==> config.mk <==
export PLATFORM = sky130hd
export DESIGN_NAME = priority_sorted_entry_table
export DESIGN_NICKNAME = d
export VERILOG_FILES = /design/src/rtl/pset_pkg.sv /design/src/rtl/pset_ram.sv /design/src/rtl/pset_ctrl.sv /design/src/rtl/priority_sorted_entry_table.sv
export SDC_FILE = /design/constraint.sdc
export NUM_CORES = 2
export LEC_CHECK = 0
export BUFFER_PORTS_ARGS = -buffer_cell sky130_fd_sc_hd__buf_2
export CAP_MARGIN = 20
export CORE_MARGIN = 2
export CORE_UTILIZATION = 54
export DETAILED_ROUTE_END_ITERATION = 8
export PLACE_DENSITY_LB_ADDON = 0.15
export RECOVER_POWER = 25
export SYNTH_ARGS = -nofsm -noshare
export SYNTH_HDL_FRONTEND = slang
export SYNTH_SLANG_ARGS = --single-unit
==> constraint.sdc <==
create_clock -name clk -period 77.1 [get_ports clk]
set_input_delay 23.13 -clock clk [delete_from_list [all_inputs] [get_ports clk]]
set_output_delay 23.13 -clock clk [all_outputs]
set_load 0.02 [all_outputs]
==> src/rtl/pset_pkg.sv <==
`timescale 1ns / 1ps
// ----------------------------------------------------------------------------
// pset_pkg
// Shared types and codes of the priority sorted entry table.
// ----------------------------------------------------------------------------
package pset_pkg;

  localparam int RANK_W  = 4;
  localparam int COUNT_W = 5;

  typedef enum logic {
    OP_INSERT = 1'b0,
    OP_READ   = 1'b1
  } op_t;

  typedef enum logic [1:0] {
    STATUS_OK    = 2'd0,
    STATUS_FULL  = 2'd1,
    STATUS_RANGE = 2'd2
  } status_t;

  typedef struct packed {
    logic signed [31:0] prio;
    logic [31:0]        px;
    logic [31:0]        py;
    logic [31:0]        pz;
    logic [31:0]        pitch;
    logic [31:0]        yaw;
    logic [31:0]        roll;
  } entry_t;

  localparam int ENTRY_W = $bits(entry_t);

  typedef struct packed {
    entry_t               entry;
    status_t              status;
    logic [COUNT_W-1:0]   count;
  } result_t;

endpackage

==> src/rtl/pset_ram.sv <==
`timescale 1ns / 1ps
// ----------------------------------------------------------------------------
// pset_ram
// Simple dual-port entry memory, one write and one registered read per cycle.
// ----------------------------------------------------------------------------
module pset_ram #(
  parameter int DEPTH = 16,
  parameter int WIDTH = 224
) (
  input  logic                     clk,
  input  logic                     wr_en,
  input  logic [$clog2(DEPTH)-1:0] wr_addr,
  input  logic [WIDTH-1:0]         wr_data,
  input  logic                     rd_en,
  input  logic [$clog2(DEPTH)-1:0] rd_addr,
  output logic [WIDTH-1:0]         rd_data
);

  logic [WIDTH-1:0] mem [DEPTH];

  always_ff @(posedge clk) begin
    if (wr_en) begin
      mem[wr_addr] <= wr_data;
    end
    if (rd_en) begin
      rd_data <= mem[rd_addr];
    end
  end

endmodule

==> src/rtl/pset_ctrl.sv <==
`timescale 1ns / 1ps
// ----------------------------------------------------------------------------
// pset_ctrl
// Request sequencer: insertion walk from the top of the table, rank reads,
// entry count and result assembly.
// ----------------------------------------------------------------------------
module pset_ctrl
  import pset_pkg::*;
#(
  parameter int CAPACITY = 16
) (
  input  logic                        clk,
  input  logic                        rst,
  input  logic                        in_valid,
  output logic                        in_ready,
  input  op_t                         in_op,
  input  logic [RANK_W-1:0]           in_rank,
  input  entry_t                      in_entry,
  output logic                        res_valid,
  input  logic                        res_take,
  output result_t                     res,
  output logic                        wr_en,
  output logic [$clog2(CAPACITY)-1:0] wr_addr,
  output entry_t                      wr_data,
  output logic                        rd_en,
  output logic [$clog2(CAPACITY)-1:0] rd_addr,
  input  entry_t                      rd_data
);

  localparam int AW   = $clog2(CAPACITY);
  localparam int CW   = $clog2(CAPACITY + 1);
  localparam int CMPW = (CW > RANK_W) ? CW : RANK_W;
  localparam int XW   = (CW > COUNT_W) ? CW : COUNT_W;

  typedef enum logic [4:0] {
    S_IDLE  = 5'b00001,
    S_WALK  = 5'b00010,
    S_PLACE = 5'b00100,
    S_FETCH = 5'b01000,
    S_DONE  = 5'b10000
  } state_t;

  state_t          state, state_next;
  logic [CW-1:0]   count, count_next;
  logic [AW-1:0]   slot, slot_next;
  entry_t          ins, ins_next;
  entry_t          res_entry, res_entry_next;
  status_t         res_status, res_status_next;

  logic [CMPW-1:0] rank_x;
  logic [CMPW-1:0] count_c;
  logic [XW-1:0]   count_x;

  assign rank_x  = CMPW'(in_rank);
  assign count_c = CMPW'(count);
  assign count_x = XW'(count);

  assign in_ready  = (state == S_IDLE);
  assign res_valid = (state == S_DONE);
  assign res       = '{entry: res_entry, status: res_status, count: count_x[COUNT_W-1:0]};

  always_comb begin
    state_next      = state;
    count_next      = count;
    slot_next       = slot;
    ins_next        = ins;
    res_entry_next  = res_entry;
    res_status_next = res_status;
    wr_en           = 1'b0;
    wr_addr         = slot;
    wr_data         = ins;
    rd_en           = 1'b0;
    rd_addr         = '0;
    unique case (state)
      S_IDLE: begin
        if (in_valid) begin
          res_entry_next  = '0;
          res_status_next = STATUS_OK;
          if (in_op == OP_INSERT) begin
            ins_next = in_entry;
            if (count == CW'(CAPACITY)) begin
              res_status_next = STATUS_FULL;
              state_next      = S_DONE;
            end else if (count == '0) begin
              wr_en      = 1'b1;
              wr_addr    = '0;
              wr_data    = in_entry;
              count_next = count + CW'(1);
              state_next = S_DONE;
            end else begin
              // start at the top entry and shift upward until the key fits
              rd_en      = 1'b1;
              rd_addr    = AW'(count - CW'(1));
              slot_next  = AW'(count);
              state_next = S_WALK;
            end
          end else begin
            if (rank_x >= count_c) begin
              res_status_next = STATUS_RANGE;
              state_next      = S_DONE;
            end else begin
              rd_en      = 1'b1;
              rd_addr    = rank_x[AW-1:0];
              state_next = S_FETCH;
            end
          end
        end
      end
      S_WALK: begin
        // rd_data holds the entry at slot-1
        wr_en = 1'b1;
        if ($signed(rd_data.prio) > $signed(ins.prio)) begin
          wr_data = rd_data;
          if (slot == AW'(1)) begin
            slot_next  = '0;
            state_next = S_PLACE;
          end else begin
            rd_en     = 1'b1;
            rd_addr   = slot - AW'(2);
            slot_next = slot - AW'(1);
          end
        end else begin
          count_next = count + CW'(1);
          state_next = S_DONE;
        end
      end
      S_PLACE: begin
        wr_en      = 1'b1;
        count_next = count + CW'(1);
        state_next = S_DONE;
      end
      S_FETCH: begin
        res_entry_next = rd_data;
        state_next     = S_DONE;
      end
      S_DONE: begin
        if (res_take) begin
          state_next = S_IDLE;
        end
      end
      default: begin
        state_next = S_IDLE;
      end
    endcase
  end

  always_ff @(posedge clk) begin
    if (rst) begin
      state <= S_IDLE;
      count <= '0;
    end else begin
      state <= state_next;
      count <= count_next;
    end
  end

  always_ff @(posedge clk) begin
    slot       <= slot_next;
    ins        <= ins_next;
    res_entry  <= res_entry_next;
    res_status <= res_status_next;
  end

  // table never holds more entries than it has slots
  a_count_bound: assert property (@(posedge clk) disable iff (rst)
    count <= CW'(CAPACITY))
    else $error("entry count above capacity");

  // the walk reads below the slot it writes, so no same-entry overlap
  a_walk_order: assert property (@(posedge clk) disable iff (rst)
    (wr_en && rd_en) |-> (rd_addr < wr_addr))
    else $error("walk read does not trail write");

  // placing at the bottom slot completes the insert
  a_place_done: assert property (@(posedge clk) disable iff (rst)
    (state == S_PLACE) |=> (state == S_DONE) && (count == $past(count) + CW'(1)))
    else $error("bottom placement did not complete insert");

  // memory is written only while an insert is in progress
  a_write_states: assert property (@(posedge clk) disable iff (rst)
    wr_en |-> (state == S_IDLE || state == S_WALK || state == S_PLACE))
    else $error("memory write outside insert");

endmodule

==> src/rtl/priority_sorted_entry_table.sv <==
`timescale 1ns / 1ps
// ----------------------------------------------------------------------------
// priority_sorted_entry_table
// Table of entries kept in ascending signed priority order, stable on ties.
// ----------------------------------------------------------------------------
// Usage:
//   One request channel (in_valid/in_ready) carries an insert or a rank read,
//   one result channel (out_valid/out_ready) returns exactly one result per
//   request: the read entry (zero otherwise), the entry count after the
//   request and a status code (ok, table full, rank beyond count).
//   An insert walks down from the top entry, moving each larger entry up one
//   slot through the single-port-read entry memory, one entry per cycle.
//   The result of an insert waits for the walk past every entry with larger
//   priority. A read fetches its entry from memory first; an insert into an
//   empty table, a dropped insert or an out-of-range read needs no memory read.
//   One request is in work at a time; the next one is accepted in the cycle
//   after the previous result moves into the output register, even while
//   that result still waits there.
//   Reset empties the table at once (the count goes to zero; stored words
//   are not cleared). When the receiver stalls, the finished result holds in
//   the output register and the next request stops at its end state.
// ----------------------------------------------------------------------------
module priority_sorted_entry_table
  import pset_pkg::*;
#(
  parameter int CAPACITY = 16
) (
  input  logic                      clk,
  input  logic                      rst,
  input  logic                      in_valid,
  output logic                      in_ready,
  input  logic                      operation,
  input  logic [RANK_W-1:0]         read_rank,
  input  logic signed [31:0]        priority_req,
  input  logic [31:0]               point_x,
  input  logic [31:0]               point_y,
  input  logic [31:0]               point_z,
  input  logic [31:0]               dir_pitch,
  input  logic [31:0]               dir_yaw,
  input  logic [31:0]               dir_roll,
  output logic                      out_valid,
  input  logic                      out_ready,
  output logic [31:0]               out_point_x,
  output logic [31:0]               out_point_y,
  output logic [31:0]               out_point_z,
  output logic [31:0]               out_pitch,
  output logic [31:0]               out_yaw,
  output logic [31:0]               out_roll,
  output logic signed [31:0]        out_priority,
  output logic [COUNT_W-1:0]        entry_count,
  output logic [1:0]                status
);

  localparam int AW = $clog2(CAPACITY);

  entry_t          in_entry;
  op_t             in_op;
  logic            res_valid;
  logic            res_take;
  result_t         res;
  result_t         out_res;
  logic            wr_en;
  logic [AW-1:0]   wr_addr;
  entry_t          wr_data;
  logic            rd_en;
  logic [AW-1:0]   rd_addr;
  entry_t          rd_data;

  assign in_op    = op_t'(operation);
  assign in_entry = '{prio: priority_req, px: point_x, py: point_y, pz: point_z,
                      pitch: dir_pitch, yaw: dir_yaw, roll: dir_roll};

  pset_ctrl #(
    .CAPACITY (CAPACITY)
  ) u_ctrl (
    .clk       (clk),
    .rst       (rst),
    .in_valid  (in_valid),
    .in_ready  (in_ready),
    .in_op     (in_op),
    .in_rank   (read_rank),
    .in_entry  (in_entry),
    .res_valid (res_valid),
    .res_take  (res_take),
    .res       (res),
    .wr_en     (wr_en),
    .wr_addr   (wr_addr),
    .wr_data   (wr_data),
    .rd_en     (rd_en),
    .rd_addr   (rd_addr),
    .rd_data   (rd_data)
  );

  pset_ram #(
    .DEPTH (CAPACITY),
    .WIDTH (ENTRY_W)
  ) u_ram (
    .clk     (clk),
    .wr_en   (wr_en),
    .wr_addr (wr_addr),
    .wr_data (wr_data),
    .rd_en   (rd_en),
    .rd_addr (rd_addr),
    .rd_data (rd_data)
  );

  // output register: takes the result when empty or being drained
  assign res_take = res_valid && (!out_valid || out_ready);

  always_ff @(posedge clk) begin
    if (rst) begin
      out_valid <= 1'b0;
    end else if (res_take) begin
      out_valid <= 1'b1;
    end else if (out_ready) begin
      out_valid <= 1'b0;
    end
  end

  always_ff @(posedge clk) begin
    if (res_take) begin
      out_res <= res;
    end
  end

  assign out_point_x  = out_res.entry.px;
  assign out_point_y  = out_res.entry.py;
  assign out_point_z  = out_res.entry.pz;
  assign out_pitch    = out_res.entry.pitch;
  assign out_yaw      = out_res.entry.yaw;
  assign out_roll     = out_res.entry.roll;
  assign out_priority = out_res.entry.prio;
  assign entry_count  = out_res.count;
  assign status       = out_res.status;

endmodule

# Yosys cells after proc, flatten, opt, wreduce, memory -nomap -nowiden
# Memories as Yosys holds them, arrays and structs flattened. A register that Yosys moved wholly into a read port is not among the register bits.
# Cells that the tools add are included.
# Widths: inputs -> output; s select.
dict set report word_totals {
  regBits 696
  inputBits 233
  ram_bits 3584
  output_inout_bits 233
  mem_count 1
}
# name depth width read_ports rd_clocked_by_memory_dff wr line_no
set memory_table {}
lappend memory_table {u_ram.mem 16 224 1 1 1 pset_ram.sv:19} ;# logic [WIDTH-1:0] mem [DEPTH];
dict set report classes {
  n_eq_ne 16
  order_cmp 2
  mux 63
  n_bitwise 1
  reduce_logical 16
  add_sub_neg 4
}
# operator n
set op_table {}
lappend op_table {{$mux 224} 6}
lappend op_table {{$pmux 224 s2} 2}
lappend op_table {{$mux 4} 18}
lappend op_table {{$mux 5} 13}
lappend op_table {{$gt 32x32->1} 1}
lappend op_table {{$pmux 5 s4} 1}
lappend op_table {{$mux 1} 16}
lappend op_table {{$pmux 4 s2} 2}
lappend op_table {{$pmux 5 s3} 1}
lappend op_table {{$reduce_and 6->1} 2}
lappend op_table {{$eq 5x5->1 const B} 2}
lappend op_table {{$ne 2x2->1 const B} 5}
lappend op_table {{$sub 4x1->4 const B} 2}
lappend op_table {{$ne 2x1->1 const B} 3}
lappend op_table {{$reduce_and 3->1} 2}
lappend op_table {{$reduce_bool 2->1} 3}
lappend op_table {{$add 5x1->5 const B} 1}
lappend op_table {{$eq 5x1->1 const B} 1}
lappend op_table {{$eq 5x2->1 const B} 1}
lappend op_table {{$eq 5x3->1 const B} 1}
lappend op_table {{$eq 5x4->1 const B} 1}
lappend op_table {{$ge 4x5->1} 1}
lappend op_table {{$logic_not 5->1} 1}
lappend op_table {{$eq 4x1->1 const B} 1}
lappend op_table {{other kinds (11)} 15}

# Depth between registers and ports, before layout
dict set report logic_depth {
  word_depth 8
  ltp_mapped 17
  ltp_nobuf 11
}

# Cells and area by module
# Synthesis repeated with hierarchy kept, for this count alone.
dict set report unflattened {
  cells_unflattened 7801
  hier_area_um2 169420.0
}
# mod seq_area_each_um2 area_each_um2 n_inst cells_per_inst
set modules_own_cells {}
lappend modules_own_cells {pset_ram 114349.7 141296.8 1 5853}
lappend modules_own_cells {pset_ctrl 13833.3 21131.5 1 1712}
lappend modules_own_cells {priority_sorted_entry_table 6956.7 6991.7 1 236}

# Least setup slack after synthesis
# No wires, ideal clock.
dict set report synth_timing {
  kind {input-to-reg}
  from {input port operation}
  to {register u_ram.rd_data[0] (read register of u_ram.mem) (enable)}
  arrival_ps 42968
  setup_ps 625
  required_ps 76475
  path_slack_ps 33507
  path_buffers 0
  stages 5
  cell_sequence {nand2b_1 nor4_2 nand2_1 o21ai_0 nand2b_1}
}
dict set report synth_via {
  elab_chain_len 3
  elab_cells_between_ends 6
  cone_classes {mux (6)}
}
# item line_no
set synth_rtl {}
lappend synth_rtl {{start: declaration} priority_sorted_entry_table.sv:32} ;# input logic operation,
lappend synth_rtl {{$mux 1} pset_ctrl.sv:79} ;# if (in_op == OP_INSERT) begin
lappend synth_rtl {{$mux 1} pset_ctrl.sv:76} ;# if (in_valid) begin
lappend synth_rtl {{$pmux 1 s2} pset_ctrl.sv:74} ;# unique case (state)
lappend synth_rtl {{via rd_en} priority_sorted_entry_table.sv:65} ;# logic rd_en;
lappend synth_rtl {{end: declaration} pset_ram.sv:16} ;# output logic [WIDTH-1:0] rd_data
# The timed path passes the listed nets, and every way through them passes these cells.
# A chain may end at the register's enable or synchronous reset.

# Worst setup path in the final report
dict set report layout_timing {
  from {input port read_rank[2]}
  to {register u_ram.rd_data[117] (read register of u_ram.mem) (data pin)}
}
dict set report layout_via {
  elab_chain_len 5
  elab_cells_between_ends 9
  cone_classes {order compare (1); mux (8)}
}
# item line_no
set layout_rtl {}
lappend layout_rtl {{start: declaration} priority_sorted_entry_table.sv:33} ;# input logic [RANK_W-1:0] read_rank,
lappend layout_rtl {{$ge 4x5->1} pset_ctrl.sv:98} ;# if (rank_x >= count_c) begin
lappend layout_rtl {{$mux 4 or $mux 1 (tied branches)} pset_ctrl.sv:98}
lappend layout_rtl {{$mux 4 or $mux 1 (tied branches)} pset_ctrl.sv:79}
lappend layout_rtl {{$mux 4 or $mux 1 (tied branches)} pset_ctrl.sv:76}
lappend layout_rtl {{$pmux 4 s2 or $pmux 1 s2 (tied branches)} pset_ctrl.sv:74}
# Parallel ways exist; a longest one is shown, timed or not.

==> impl_metrics.json <==
{
  "ir_worst_vdd_v": 0.00001908,
  "dr_wl_met2_um": 248600,
  "core-area_um2": 323700,
  "hold_class": "flip-flop to flip-flop",
  "cts_root_buf": "clkbuf_16",
  "wl_met3_um": 44210,
  "cp.required_ns": 77.82,
  "layout_commonest_cell": "edfxtp_1",
  "slew_viol_final": 2263,
  "cellLeakagePower_uw": 0.06572,
  "final_cell_count_no_fill": 15790,
  "synthFlopType": "edfxtp_1",
  "die_h_um": 574.1,
  "nFillCells": 23970,
  "grt_pass1_wl_um": 733500,
  "failed_checks": "DRC, capacitance limit, slew limit",
  "yosysWarnings": 0,
  "clockBufferDepth": 4,
  "worst_pin_slew_ns": 9.810,
  "drt-total-wl_um": 513800,
  "synth_area_leaders": "edfxtp_1 (77%), mux2i_1 (2.8%), o211ai_1 (1.9%), nand2_1 (1.8%), a211oi_1 (1.5%)",
  "fp-row-count": 209,
  "grt_setup_unrepaired": "false",
  "worst_slack_ns": 47.22,
  "highest_layer": "met5",
  "fmax_mhz": 33.47,
  "ant_nets": 0,
  "dp.cells": 14920,
  "final_nets": 11330,
  "path_max_fanout": 69,
  "wl_per_cell_um": 32.55,
  "firstDrtPassIters": 9,
  "ys_ff_latch": 4504,
  "min_from": "u_ctrl.res[12]",
  "numCtsBuffers": 453,
  "critPathArrivalTime_ns": 30.60,
  "cts_setup_buffers": 0,
  "yosysSeqAreaShare": 0.7701,
  "htree_levels": 5,
  "hold_violations": 0,
  "whs_path_depth": 0,
  "drive_above_1_share": 0.1128,
  "rr_endpoint": "u_ram.mem[7][125]",
  "final_cell_mix": "edfxtp_1 (4493), nand2_1 (822), inv_1 (601)",
  "syn2layout_area_growth_pct": 11.61,
  "grt_usage": 0.3037,
  "detail_route.vias_per_cell": 6.668,
  "preCtsSetupSlack_ns": 46.37,
  "syn_nets": 11050,
  "reg2reg_slack_ns": 61.79,
  "regToRegStartpoint": "u_ctrl.state[1]",
  "m1WireLength_um": 198400,
  "drv_cap": 49,
  "ys_types": 77,
  "synth.avg_cell_area_um2": 16.29,
  "synth_top_area_frac": 0.7688,
  "critPathKind": "primary input to flip-flop",
  "clkSinkCount": 4504,
  "cp-start-kind": "primary input",
  "grt-ovfl-total": 0,
  "ctsResizeCount": 0,
  "route.vias.total": 105300,
  "io_pins": 466,
  "syn-cell-area_um2": 175500,
  "fin_crit_sh": 0.3875,
  "setup_viol": 0,
  "die_area_um2": 329600,
  "drc": 11,
  "rr_worst_depth": 6,
  "hpwl_um": 249500,
  "initial_core_util": 0.5421,
  "clk_latency_ns": 1.00,
  "gp_congestion": 0.8641,
  "dieWidth_um": 574.1,
  "antenna_found_initial": 30,
  "async_flop_share": 0,
  "grt_pass1_vias": 103500,
  "grt_max_degree": 187,
  "end_kind": "flip-flop",
  "yosysTopAreaCell": "edfxtp_1",
  "syn_inst": 10770,
  "synth_edf_count": 4493,
  "drt_first_iter_violations": 15090,
  "finalClockSkew_ns": 0.03715,
  "power_density_nw_per_um2": 27.96,
  "whs_endpoint": "out_roll[5]",
  "multiInputGateArea_um2": 34860,
  "ff_latch_area_um2": 135100,
  "clk_pin_slew_ns": 0.06,
  "holdBufCountCts": 0,
  "cts_tree": "built",
  "relSlewSlack": -5.540,
  "setup_tns_ns": 0,
  "status": "finished, violations left",
  "min_period_ns": 29.88,
  "port_buffers": 465
}
power breakdown:
group          switching (uW)  internal (uW)  total [uW]
Clock                     920           1190        2110
Sequential               24.4           2880        2900
Combinational             361            106         468
Total                    1310           4170        5480
cell usage after synthesis, types with 6 or more instances:
library cell	number
edfxtp_1	4493
nand2_1	829
inv_1	601
clkbuf_1	579
mux2i_1	497
o211ai_1	441
and2_1	374
a211oi_1	360
and3_1	300
a311oi_1	261
a222oi_1	224
o2111ai_1	218
o22ai_1	210
a221o_1	208
a21oi_1	205
buf_2	178
nand4_1	116
or4_1	110
buf_1	73
a221oi_1	51
a22o_1	51
a32o_1	48
ha_1	42
nor2_1	39
o21ai_0	32
nand3_1	25
buf_4	24
a2111oi_0	20
o211a_1	20
a32oi_1	11
dfxtp_1	11
a2111o_1	10
nor3_1	9
xnor2_1	8
a21o_1	7
a211o_1	6
a21boi_0	6
nand2b_1	6
through the flow:
stage / instance area [um^2] / hold slack, ns / total power, uW / util
2_1_floorplan: 175500 / 0.4003 / 3236 / -
3_3_place_gp: 182100 / 0.4012 / 3397 / 0.5624
3_5_place_dp: 182100 / 0.4045 / 3413 / 0.5625
4_1_cts: 196200 / 0.4090 / 5490 / 0.6059
5_1_grt: 195800 / 0.4150 / 5625 / 0.6049
6_report: 195900 / 0.4117 / 5477 / 0.6050
flip-flops by register name, indices dropped and copies added (netlist names), 5 cells and up:
register / flops
u_ctrl.ins: 224
out_point_x: 32
u_ctrl.state: 5
out_priority: 32
u_ram.mem: 3584
out_roll: 32
out_yaw: 32
out_point_y: 32
u_ram.rd_data: 224
out_pitch: 32
entry_count: 5
out_point_z: 32
u_ctrl.res: 224
u_ctrl.count: 5
critical path, cell delays in order:
cell and delay (ns):
buf_2 0.12, ha_1 0.32, a21oi_1 0.19, o21ai_0 0.26, a31oi_4 0.36, a2bb2oi_4 0.16, nand2_8 0.33, buf_4 0.62
buf_4 0.80, buf_4 0.77, buf_4 0.77, buf_4 0.79, buf_4 0.76, mux2i_1 0.27, o22ai_1 0.10, or4_1 0.56
cell families (layout without fill, tap and decap cells):
logic type | after synthesis | in the layout | synth area share
other | 0 | 28 | 0
adders and majority gates | 42 | 42 | 0.002994
DFF | 4504 | 4504 | 0.7701
muxes | 497 | 497 | 0.02835
AOI/OAI and AO/OA | 2429 | 2429 | 0.1113
buffers and inverters | 1459 | 2119 | 0.03314
xor gates and xnor gates | 9 | 9 | 0.0004492
and+or+nand+nor | 1833 | 1833 | 0.05366
worst max-delay path by stage:
stage                     slack [ns]          from                 end
final                          47.22  read_rank[2]  u_ram.rd_data[117]
after global placement         46.42  read_rank[2]   u_ram.rd_data[99]
after floorplan                33.51     operation    u_ram.rd_data[0]
after CTS                      47.46  read_rank[2]  u_ram.rd_data[137]
after global routing           47.02  read_rank[2]  u_ram.rd_data[109]
after detailed placement       46.37      in_valid  u_ram.rd_data[137]
metal layers:
layer / global-route usage / vias to the layer above
met3: 0.04092 / 1022
met5: 0 / -
met1: 0.4105 / 54410
met2: 0.5003 / 5933
met4: 0.1255 / 2
li1: - / 43900
cell type report:
| type | count | share of cell area |
|---|---|---|
| antenna | 28 | 0.0003577 |
| clock buffer | 566 | 0.06048 |
| clock inverter | 268 | 0.01135 |
| inverter | 601 | 0.01152 |
| multi-input combinational | 4810 | 0.1780 |
| sequential | 4504 | 0.6900 |
| tap | 4325 | 0.02763 |
| timing repair buffer | 684 | 0.02071 |
No activity file was read; power rests on OpenSTA's default activity.
